<file path="config.mk">
export PLATFORM = sky130hd
export DESIGN_NAME = udp_session_ack_handler_core
export DESIGN_NICKNAME = d
export VERILOG_FILES = /design/src/hw/rtl/udp_ack_pkg.sv /design/src/hw/rtl/udp_session_ack_handler_core.sv
export SDC_FILE = /design/constraint.sdc
export NUM_CORES = 1
export LEC_CHECK = 0
export ABC_AREA = 1
export ABC_CLOCK_PERIOD_IN_PS = 8250
export BUFFER_PORTS_ARGS = -buffer_cell sky130_fd_sc_hd__buf_2
export CAP_MARGIN = 20
export CORE_MARGIN = 3
export CORE_UTILIZATION = 62
export CTS_CLUSTER_SIZE = 30
export DETAILED_ROUTE_END_ITERATION = 8
export PLACE_DENSITY = 0.95
export RECOVER_POWER = 50
export SLEW_MARGIN = 20
export SYNTH_ARGS = -nofsm -noshare
export SYNTH_HDL_FRONTEND = slang
export SYNTH_SLANG_ARGS = --single-unit
</file>
<file path="constraint.sdc">
create_clock -name aclk -period 8.25 [get_ports aclk]
set_input_delay 1.65 -clock aclk [delete_from_list [all_inputs] [get_ports aclk]]
set_output_delay 1.65 -clock aclk [all_outputs]
set_load 0.01 [all_outputs]
</file>
<file path="src/hw/rtl/udp_ack_pkg.sv">
// Package with the command, opcode, status and reply-mode codes of the UDP session ack handler.
package udp_ack_pkg;

    localparam logic [1:0] CMD_HEADER  = 2'd0;
    localparam logic [1:0] CMD_RESTART = 2'd1;
    localparam logic [1:0] CMD_CLOSE   = 2'd2;

    localparam logic [2:0] OP_NONE    = 3'd0;
    localparam logic [2:0] OP_OPEN    = 3'd1;
    localparam logic [2:0] OP_ACCEPT  = 3'd2;
    localparam logic [2:0] OP_REJECT  = 3'd3;
    localparam logic [2:0] OP_CLOSING = 3'd4;
    localparam logic [2:0] OP_CLOSED  = 3'd5;

    localparam logic [15:0] OPEN_SESSION_ID = {8'h13, 8'h37};

    typedef enum logic [1:0] {
        MODE_IDLE  = 2'd0,
        MODE_OPEN  = 2'd1,
        MODE_ACK   = 2'd2,
        MODE_CLOSE = 2'd3
    } mode_t;

    typedef enum logic [2:0] {
        ST_NONE       = 3'd0,
        ST_WRITE_ONLY = 3'd1,
        ST_WRITE      = 3'd2,
        ST_ACCEPTED   = 3'd3,
        ST_CLOSING    = 3'd4,
        ST_CLOSED     = 3'd5,
        ST_REJECTED   = 3'd6,
        ST_ERROR      = 3'd7
    } status_t;

endpackage

</file>
<file path="src/hw/rtl/udp_session_ack_handler_core.sv">
// Client-side reliable-UDP session reply engine: one request in, one status and reply header out.
// Each accepted request produces exactly one registered result; a new request is taken in
// every cycle while the output is not stalled (s_ready = !m_valid || m_ready), so the
// sustained rate is one request per clock while m_ready stays high. The session state and
// the result register update at the same edge, so the result register is the only pipeline
// stage. The reply fields always show the reply header held after the request (nothing,
// open, ack or close); payload_length is nonzero only for status write.
module udp_session_ack_handler_core
    import udp_ack_pkg::*;
#(
    parameter int REMOTE_ID_BITS = 15,
    parameter int LENGTH_BITS    = 11
) (
    input  logic                      aclk,
    input  logic                      aresetn,

    input  logic                      s_valid,
    output logic                      s_ready,
    input  logic [1:0]                s_command,
    input  logic                      s_rx_syn,
    input  logic                      s_rx_ack_request,
    input  logic [2:0]                s_rx_opcode,
    input  logic [15:0]               s_rx_session_id,
    input  logic [REMOTE_ID_BITS-1:0] s_rx_remote_id,
    input  logic [LENGTH_BITS-1:0]    s_rx_length,

    output logic                      m_valid,
    input  logic                      m_ready,
    output logic [2:0]                m_status,
    output logic [1:0]                m_tx_kind,
    output logic                      m_tx_retransmit,
    output logic [2:0]                m_tx_opcode,
    output logic [15:0]               m_tx_session_id,
    output logic [REMOTE_ID_BITS-1:0] m_tx_ack_id,
    output logic [LENGTH_BITS-1:0]    m_payload_length
);

    mode_t                     mode_reg, mode_next;
    logic [REMOTE_ID_BITS-1:0] last_rid_reg, last_rid_next;
    logic                      open_retx_reg, open_retx_next;
    logic [15:0]               ack_session_reg, ack_session_next;
    logic [REMOTE_ID_BITS-1:0] ack_number_reg, ack_number_next;
    logic [15:0]               close_session_reg, close_session_next;
    logic                      close_retx_reg, close_retx_next;
    logic                      close_closed_reg, close_closed_next;
    logic [15:0]               last_rx_session_reg, last_rx_session_next;

    logic                      m_valid_reg, m_valid_next;
    status_t                   status_reg, status_next;
    logic [1:0]                tx_kind_reg, tx_kind_next;
    logic                      tx_retx_reg, tx_retx_next;
    logic [2:0]                tx_opcode_reg, tx_opcode_next;
    logic [15:0]               tx_session_reg, tx_session_next;
    logic [REMOTE_ID_BITS-1:0] tx_ack_reg, tx_ack_next;
    logic [LENGTH_BITS-1:0]    plen_reg, plen_next;

    logic                      accept;
    logic                      in_order;

    assign s_ready  = !m_valid_reg || m_ready;
    assign accept   = s_valid && s_ready;
    assign in_order = (s_rx_remote_id == last_rid_reg + REMOTE_ID_BITS'(1));

    always_comb begin
        mode_next            = mode_reg;
        last_rid_next        = last_rid_reg;
        open_retx_next       = open_retx_reg;
        ack_session_next     = ack_session_reg;
        ack_number_next      = ack_number_reg;
        close_session_next   = close_session_reg;
        close_retx_next      = close_retx_reg;
        close_closed_next    = close_closed_reg;
        last_rx_session_next = last_rx_session_reg;
        status_next          = ST_NONE;
        plen_next            = '0;
        unique case (s_command)
            CMD_HEADER: begin
                last_rx_session_next = s_rx_session_id;
                if (mode_reg == MODE_CLOSE) begin
                    close_retx_next   = 1'b1;
                    close_closed_next = 1'b0;
                    if (s_rx_syn && s_rx_opcode == OP_CLOSED) begin
                        status_next = ST_CLOSED;
                    end else begin
                        if (s_rx_syn && s_rx_opcode == OP_CLOSING) begin
                            close_retx_next   = 1'b0;
                            close_closed_next = 1'b1;
                        end
                        close_session_next = s_rx_session_id;
                        status_next        = ST_WRITE_ONLY;
                    end
                end else if (s_rx_ack_request) begin
                    ack_session_next = s_rx_session_id;
                    if (in_order) begin
                        ack_number_next = s_rx_remote_id;
                        last_rid_next   = s_rx_remote_id;
                        plen_next       = s_rx_length;
                        status_next     = ST_WRITE;
                    end else begin
                        ack_number_next = last_rid_reg;
                        status_next     = ST_WRITE_ONLY;
                    end
                end else if (!s_rx_syn) begin
                    status_next = ST_NONE;
                end else if (s_rx_opcode == OP_ACCEPT) begin
                    ack_session_next = s_rx_session_id;
                    ack_number_next  = '0;
                    if (mode_reg == MODE_ACK) begin
                        status_next = ST_WRITE_ONLY;
                    end else begin
                        mode_next     = MODE_ACK;
                        last_rid_next = '0;
                        status_next   = ST_ACCEPTED;
                    end
                end else if (s_rx_opcode == OP_CLOSING) begin
                    close_retx_next    = 1'b0;
                    close_session_next = s_rx_session_id;
                    close_closed_next  = 1'b1;
                    mode_next          = MODE_CLOSE;
                    status_next        = ST_CLOSING;
                end else if (s_rx_opcode == OP_REJECT) begin
                    status_next = ST_REJECTED;
                end else begin
                    status_next = ST_ERROR;
                end
            end
            CMD_RESTART: begin
                open_retx_next = (mode_reg == MODE_OPEN);
                mode_next      = MODE_OPEN;
            end
            CMD_CLOSE: begin
                close_retx_next    = 1'b0;
                close_closed_next  = 1'b0;
                close_session_next = last_rx_session_reg;
                mode_next          = MODE_CLOSE;
            end
            default: begin
                status_next = ST_ERROR;
            end
        endcase
    end

    always_comb begin
        tx_kind_next    = mode_next;
        tx_retx_next    = 1'b0;
        tx_opcode_next  = OP_NONE;
        tx_session_next = '0;
        tx_ack_next     = '0;
        unique case (mode_next)
            MODE_OPEN: begin
                tx_retx_next    = open_retx_next;
                tx_opcode_next  = OP_OPEN;
                tx_session_next = OPEN_SESSION_ID;
            end
            MODE_ACK: begin
                tx_session_next = ack_session_next;
                tx_ack_next     = ack_number_next;
            end
            MODE_CLOSE: begin
                tx_retx_next    = close_retx_next;
                tx_opcode_next  = close_closed_next ? OP_CLOSED : OP_CLOSING;
                tx_session_next = close_session_next;
            end
            default: begin
                tx_kind_next = MODE_IDLE;
            end
        endcase
    end

    assign m_valid_next = accept || (m_valid_reg && !m_ready);

    always_ff @(posedge aclk) begin
        if (!aresetn) begin
            mode_reg            <= MODE_IDLE;
            last_rid_reg        <= '0;
            open_retx_reg       <= 1'b0;
            ack_session_reg     <= '0;
            ack_number_reg      <= '0;
            close_session_reg   <= '0;
            close_retx_reg      <= 1'b0;
            close_closed_reg    <= 1'b0;
            last_rx_session_reg <= '0;
            m_valid_reg         <= 1'b0;
        end else begin
            m_valid_reg <= m_valid_next;
            if (accept) begin
                mode_reg            <= mode_next;
                last_rid_reg        <= last_rid_next;
                open_retx_reg       <= open_retx_next;
                ack_session_reg     <= ack_session_next;
                ack_number_reg      <= ack_number_next;
                close_session_reg   <= close_session_next;
                close_retx_reg      <= close_retx_next;
                close_closed_reg    <= close_closed_next;
                last_rx_session_reg <= last_rx_session_next;
            end
        end
    end

    always_ff @(posedge aclk) begin
        if (accept) begin
            status_reg     <= status_next;
            tx_kind_reg    <= tx_kind_next;
            tx_retx_reg    <= tx_retx_next;
            tx_opcode_reg  <= tx_opcode_next;
            tx_session_reg <= tx_session_next;
            tx_ack_reg     <= tx_ack_next;
            plen_reg       <= plen_next;
        end
    end

    assign m_valid          = m_valid_reg;
    assign m_status         = status_reg;
    assign m_tx_kind        = tx_kind_reg;
    assign m_tx_retransmit  = tx_retx_reg;
    assign m_tx_opcode      = tx_opcode_reg;
    assign m_tx_session_id  = tx_session_reg;
    assign m_tx_ack_id      = tx_ack_reg;
    assign m_payload_length = plen_reg;

`ifndef SYNTH
    a_plen_only_on_write: assert property (@(posedge aclk) disable iff (!aresetn)
        m_valid && m_status != ST_WRITE |-> m_payload_length == '0)
        else $error("payload length set without write status");

    a_idle_reply_empty: assert property (@(posedge aclk) disable iff (!aresetn)
        m_valid && m_tx_kind == MODE_IDLE |-> !m_tx_retransmit && m_tx_opcode == OP_NONE
        && m_tx_session_id == '0 && m_tx_ack_id == '0)
        else $error("idle reply carries header fields");

    a_accepted_enters_ack: assert property (@(posedge aclk) disable iff (!aresetn)
        m_valid && m_status == ST_ACCEPTED |-> m_tx_kind == MODE_ACK && m_tx_ack_id == '0
        && mode_reg == MODE_ACK)
        else $error("accepted status without ack reply");

    a_closing_reply: assert property (@(posedge aclk) disable iff (!aresetn)
        m_valid && m_status == ST_CLOSING |-> m_tx_kind == MODE_CLOSE
        && m_tx_opcode == OP_CLOSED && !m_tx_retransmit)
        else $error("closing status without closed reply");

    a_state_holds_when_idle: assert property (@(posedge aclk) disable iff (!aresetn)
        !accept |=> $stable(mode_reg) && $stable(last_rid_reg))
        else $error("session state changed without a request");
`endif

endmodule
</file>
# Word-level counts from Yosys, hierarchy flattened
# Cells that the tools add are included.
# Widths: inputs -> output; s select.
# classes
muxes	60
addsub	1
n_eq_ne	14
reduce_logical	16
bitwise_logic	4
# ops
cell	count
$mux 16	11
$mux 15	10
$pmux 16 s3	1
$pmux 16 s2	1
$mux 2	9
$mux 1	17
$add 15x1->15 const B	1
$eq 15x15->1	1
$mux 3	5
$pmux 3 s2	2
$eq 2x2->1 const B	5
$eq 2x1->1 const B	3
$eq 3x2->1 const B	2
$eq 3x3->1 const B	2
$pmux 1 s2	3
$pmux 2 s3	1
$reduce_and 6->1	1
$logic_and 1x1->1	4
$not 1->1	4
$reduce_bool 2->1	2
$reduce_or 4->1	1
$reduce_or 3->1	1
$logic_not 1->1	2
$logic_not 2->1	1
other kinds (4)	5
# word_totals
output_inout_bits	53
ff_bits	135
word_cells	112
inputBits	53

# Depth between registers and ports, before layout
# depth
ltp_word	9
ltp_mapped	18
ltp_nobuf	17

# Worst setup path after synthesis
# No wires, ideal clock.
# synth_path
kind	input -> register
start	input port m_ready
end	register plen_reg[0], in the netlist m_payload_length[0], enable pin
stages	6
setup_slack_ps	3934
arrival_time_ps	3881
setup_ps	434
cell_sequence	inv_1 > nand2_1 > nand2_1 > inv_1 > clkbuf_1 > buf_1
# synth_via
elab_chain_cells	2
# synth_rtl
element	line	source
from (decl)	udp_session_ack_handler_core.sv:28	input logic m_ready,
$logic_or 1x1->1	udp_session_ack_handler_core.sv:60	assign s_ready = !m_valid_reg || m_ready;
named net s_ready	udp_session_ack_handler_core.sv:18	output logic s_ready,
$logic_and 1x1->1	udp_session_ack_handler_core.sv:61	assign accept = s_valid && s_ready;
named net accept	udp_session_ack_handler_core.sv:57	logic accept;
to (signal assigned)	udp_session_ack_handler_core.sv:208	plen_reg <= plen_next;
to (decl)	udp_session_ack_handler_core.sv:55	logic [LENGTH_BITS-1:0] plen_reg, plen_next;
# The timed path passes the listed nets, and every way through them passes these cells.
# A chain may end at the register's enable or synchronous reset.

# Worst setup path in the final report
# layout_path
start	input port m_ready
end	register mode_reg[1]
# layout_via
elab_chain_cells	2
# layout_rtl
element	line	source
$logic_or 1x1->1	udp_session_ack_handler_core.sv:60	
$logic_and 1x1->1	udp_session_ack_handler_core.sv:61	
to (signal assigned)	udp_session_ack_handler_core.sv:187	mode_reg <= mode_next;
to (decl)	udp_session_ack_handler_core.sv:38	mode_t mode_reg, mode_next;
# Every way passes these cells.

==> results.sh <==
export IMPL_syn_num_nets=1061
export IMPL_ios=106
export IMPL_grt_overflow=0
export IMPL_post_cts_buffers=0
export IMPL_antenna_found_initial=0
export IMPL_dr_wl_met3_um=1595
export IMPL_endpoint_kind="register"
export IMPL_wl_met1_um=7374
export IMPL_htreeDepth=4
export IMPL_cts_buffers=17
export IMPL_critPathArrivalTime_ps=6600
export IMPL_cts_tree="yes"
export IMPL_seq_area_mm2=0.003183
export IMPL_clock_skew_ps=4.452
export IMPL_start_kind="input pin"
export IMPL_seq_area_frac_synth_pct=44.66
export IMPL_slowest_delay_ps=1740
export IMPL_n_antenna_cell=0
export IMPL_worstMarginPinSlew_ps=2477
export IMPL_synth_warnings=0
export IMPL_slowest_stage="clkbuf_1"
export IMPL_cp_max_fo=60
export IMPL_clkTransAtPathRegs_ps=50
export IMPL_first_iter_violations=697
export IMPL_critPathTopFamily="buffers and inverters"
export IMPL_fill_cells=824
export IMPL_setup_viol=0
export IMPL_die_w_um=113.2
export IMPL_yosys_register_bits=134
export IMPL_cts_sinks=134
export IMPL_yosys_area_top_type="dfxtp_1"
export IMPL_ys_types=36
export IMPL_route_met2_wl_um=8739
export IMPL_dr_pass1_iters=7
export IMPL_instances_no_fill=1232
export IMPL_clockRootBuffer="clkbuf_16"
export IMPL_top_layer="met4"
export IMPL_fmax_mhz=157.4
export IMPL_grt_max_degree=61
export IMPL_avgSynthCellArea_um2=7.107
export IMPL_powerDensity_mw_per_mm2=212.5
export IMPL_cts_path_max_buffers=2
export IMPL_start_util_pct=64.62
export IMPL_peakVddDrop_uv=116.1
export IMPL_grt_pass1_vias=6567
export IMPL_port_buffers=104
export IMPL_fp_dieH_um=113.2
export IMPL_ys_top_cells_by_area="dfxtp_1 (24%), edfxtp_1 (21%), nand2_1 (12%)"
export IMPL_place_gp_congestion=0.9009
export IMPL_drv_cap=2
export IMPL_drc_errors=0
export IMPL_antenna_left=0
export IMPL_crit_top_cell="nand2_1"
export IMPL_dp_hpwl_um=11380
export IMPL_wl_um=18170
export IMPL_rsz0062_at_grt="false"
export IMPL_drive_above_1_share_pct=9.799
export IMPL_violations="max-capacitance violations, max-slew violations"
export IMPL_path_cells="buf_2 -> inv_1 -> nand2_1 -> nand2_1 -> clkbuf_1 -> clkinv_2 -> clkbuf_2 -> o21ai_0 -> a21oi_1"
export IMPL_period_share_pct=77.01
export IMPL_slew_viol_final=107
export IMPL_r2r_setup_slack_ps=2940
export IMPL_synth_area_mm2=0.007128
export IMPL_netlist_instances=1003
export IMPL_multi_input_comb_area_mm2=0.003040
export IMPL_path_class="input pin to register"
export IMPL_p_leak_nw=3.995
export IMPL_worstSkewPairLatency_ps=420
export IMPL_synthToLayoutAreaGrowth_pct=13.83
export IMPL_core_mm2=0.01103
export IMPL_dieArea_mm2=0.01282
export IMPL_timing_critical_path_buf_inv=5
export IMPL_num_vias=6991
export IMPL_hold_viol=0
export IMPL_fin_nets=1137
export IMPL_critPathRequiredTime_ps=8500
export IMPL_cts_resized=0
export IMPL_worst_hold_path_type="register to register"
export IMPL_wl_per_cell_um=14.75
export IMPL_grt_pass1_wl_um=30180
export IMPL_fin_crit_ps=6353
export IMPL_dp_cells=1200
export IMPL_outcome="finished with violations"
export IMPL_rows=38
export IMPL_netlist_area_leader_share_pct=23.59
export IMPL_slew_headroom_pct=-65.13
export IMPL_tns_ps=0
export IMPL_hold_buffers=0
export IMPL_viasPerCell=5.675
export IMPL_grtUsageTotal_pct=28.99
## worst paths after layout
kind	from	endpoint	depth (start not counted)
worst max-delay path	m_ready	mode_reg[1]	9
worst min-delay path	last_rx_session_reg[4]	last_rx_session_reg[4]	2
worst max register to register	m_valid	mode_reg[1]	7
worst min register to register	last_rx_session_reg[4]	last_rx_session_reg[4]	2
## stage by stage
stage | util (%) | setup slack (ps) | instance area, µm² | hold slack, ps | total power, mW
5_1_grt | 73.56 | 1501 | 8114 | 480.5 | 1.792
3_3_place_gp | 69.17 | 2999 | 7630 | 443.0 | 0.9822
2_1_floorplan | - | 3934 | 7128 | 429.7 | 0.9205
4_1_cts | 74.39 | 3138 | 8205 | 455.8 | 1.725
6_report | 73.56 | 1897 | 8114 | 457.9 | 1.724
3_5_place_dp | 69.17 | 2744 | 7630 | 446.9 | 0.9914
## cell usage after synthesis (all sizes together)
| cell type | n |
|---|---|
| a211oi | 1 |
| a21oi | 85 |
| a31oi | 3 |
| buf | 19 |
| clkbuf | 32 |
| clkinv | 1 |
| conb | 1 |
| dfxtp | 84 |
| edfxtp | 50 |
| ha | 5 |
| inv | 176 |
| nand2 | 229 |
| nand3 | 55 |
| nand3b | 3 |
| nand4 | 17 |
| nor2 | 106 |
| o211ai | 12 |
| o21ai | 104 |
| o21bai | 1 |
| o221ai | 10 |
| o32ai | 1 |
| xnor2 | 5 |
| xor2 | 3 |
## layout by cell type (no fill, tap or decap), types with 2 or more instances in the layout
cell,count
o221ai_1,10
nor2_1,98
ha_1,5
xor2_1,3
xnor2_1,5
a21oi_1,84
nand2_1,224
nand4_1,17
clkinv_2,10
inv_1,169
o21ai_0,100
a31oi_1,3
edfxtp_1,50
o211ai_1,12
dfxtp_1,84
nor2_4,3
nand3_1,53
nor2_2,5
nand3b_1,2
o21ai_1,3
buf_2,50
inv_2,6
nand2_2,5
clkbuf_1,58
bufinv_16,2
clkbuf_16,18
## metal layers
layer	vias to the layer above	track usage, %
li1	3364	-
met1	3214	36.25
met2	360	47.83
met3	53	6.845
met4	0	12.98
met5	-	0
## cell type report
| class | instances | share of cell area [%] |
|---|---|---|
| flip-flops and latches | 134 | 39.23 |
| multi-input cells | 641 | 37.47 |
| inverters | 177 | 8.219 |
| repair buffers | 108 | 5.829 |
| clock buffers | 21 | 5.813 |
| well taps | 140 | 2.159 |
| clock inverters | 11 | 1.280 |
## cells by family after synthesis
logic type	count (synthesis)	share of synthesized area [%]
other	1	0.05261
adders and majority gates	5	0.8777
buffers and inverters	228	12.55
AOI/OAI and AO/OA	217	16.50
xor gates and xnor gates	8	0.9830
and+or+nand+nor	410	24.38
DFF	134	44.66
## where the power goes
group	internal (mW)	switching, mW	total [mW]
Combinational	0.0691	0.159	0.228
Sequential	0.736	0.0204	0.756
Clock	0.465	0.274	0.739
Total	1.27	0.454	1.72
## tightest hold or removal path, delay by kind of cell, from the launching register on
kind / cells / cell delay, ps
compound gates: 1 / 60
flops: 1 / 290
buf+inv: 1 / 60
(Power assumes the default switching activity.)
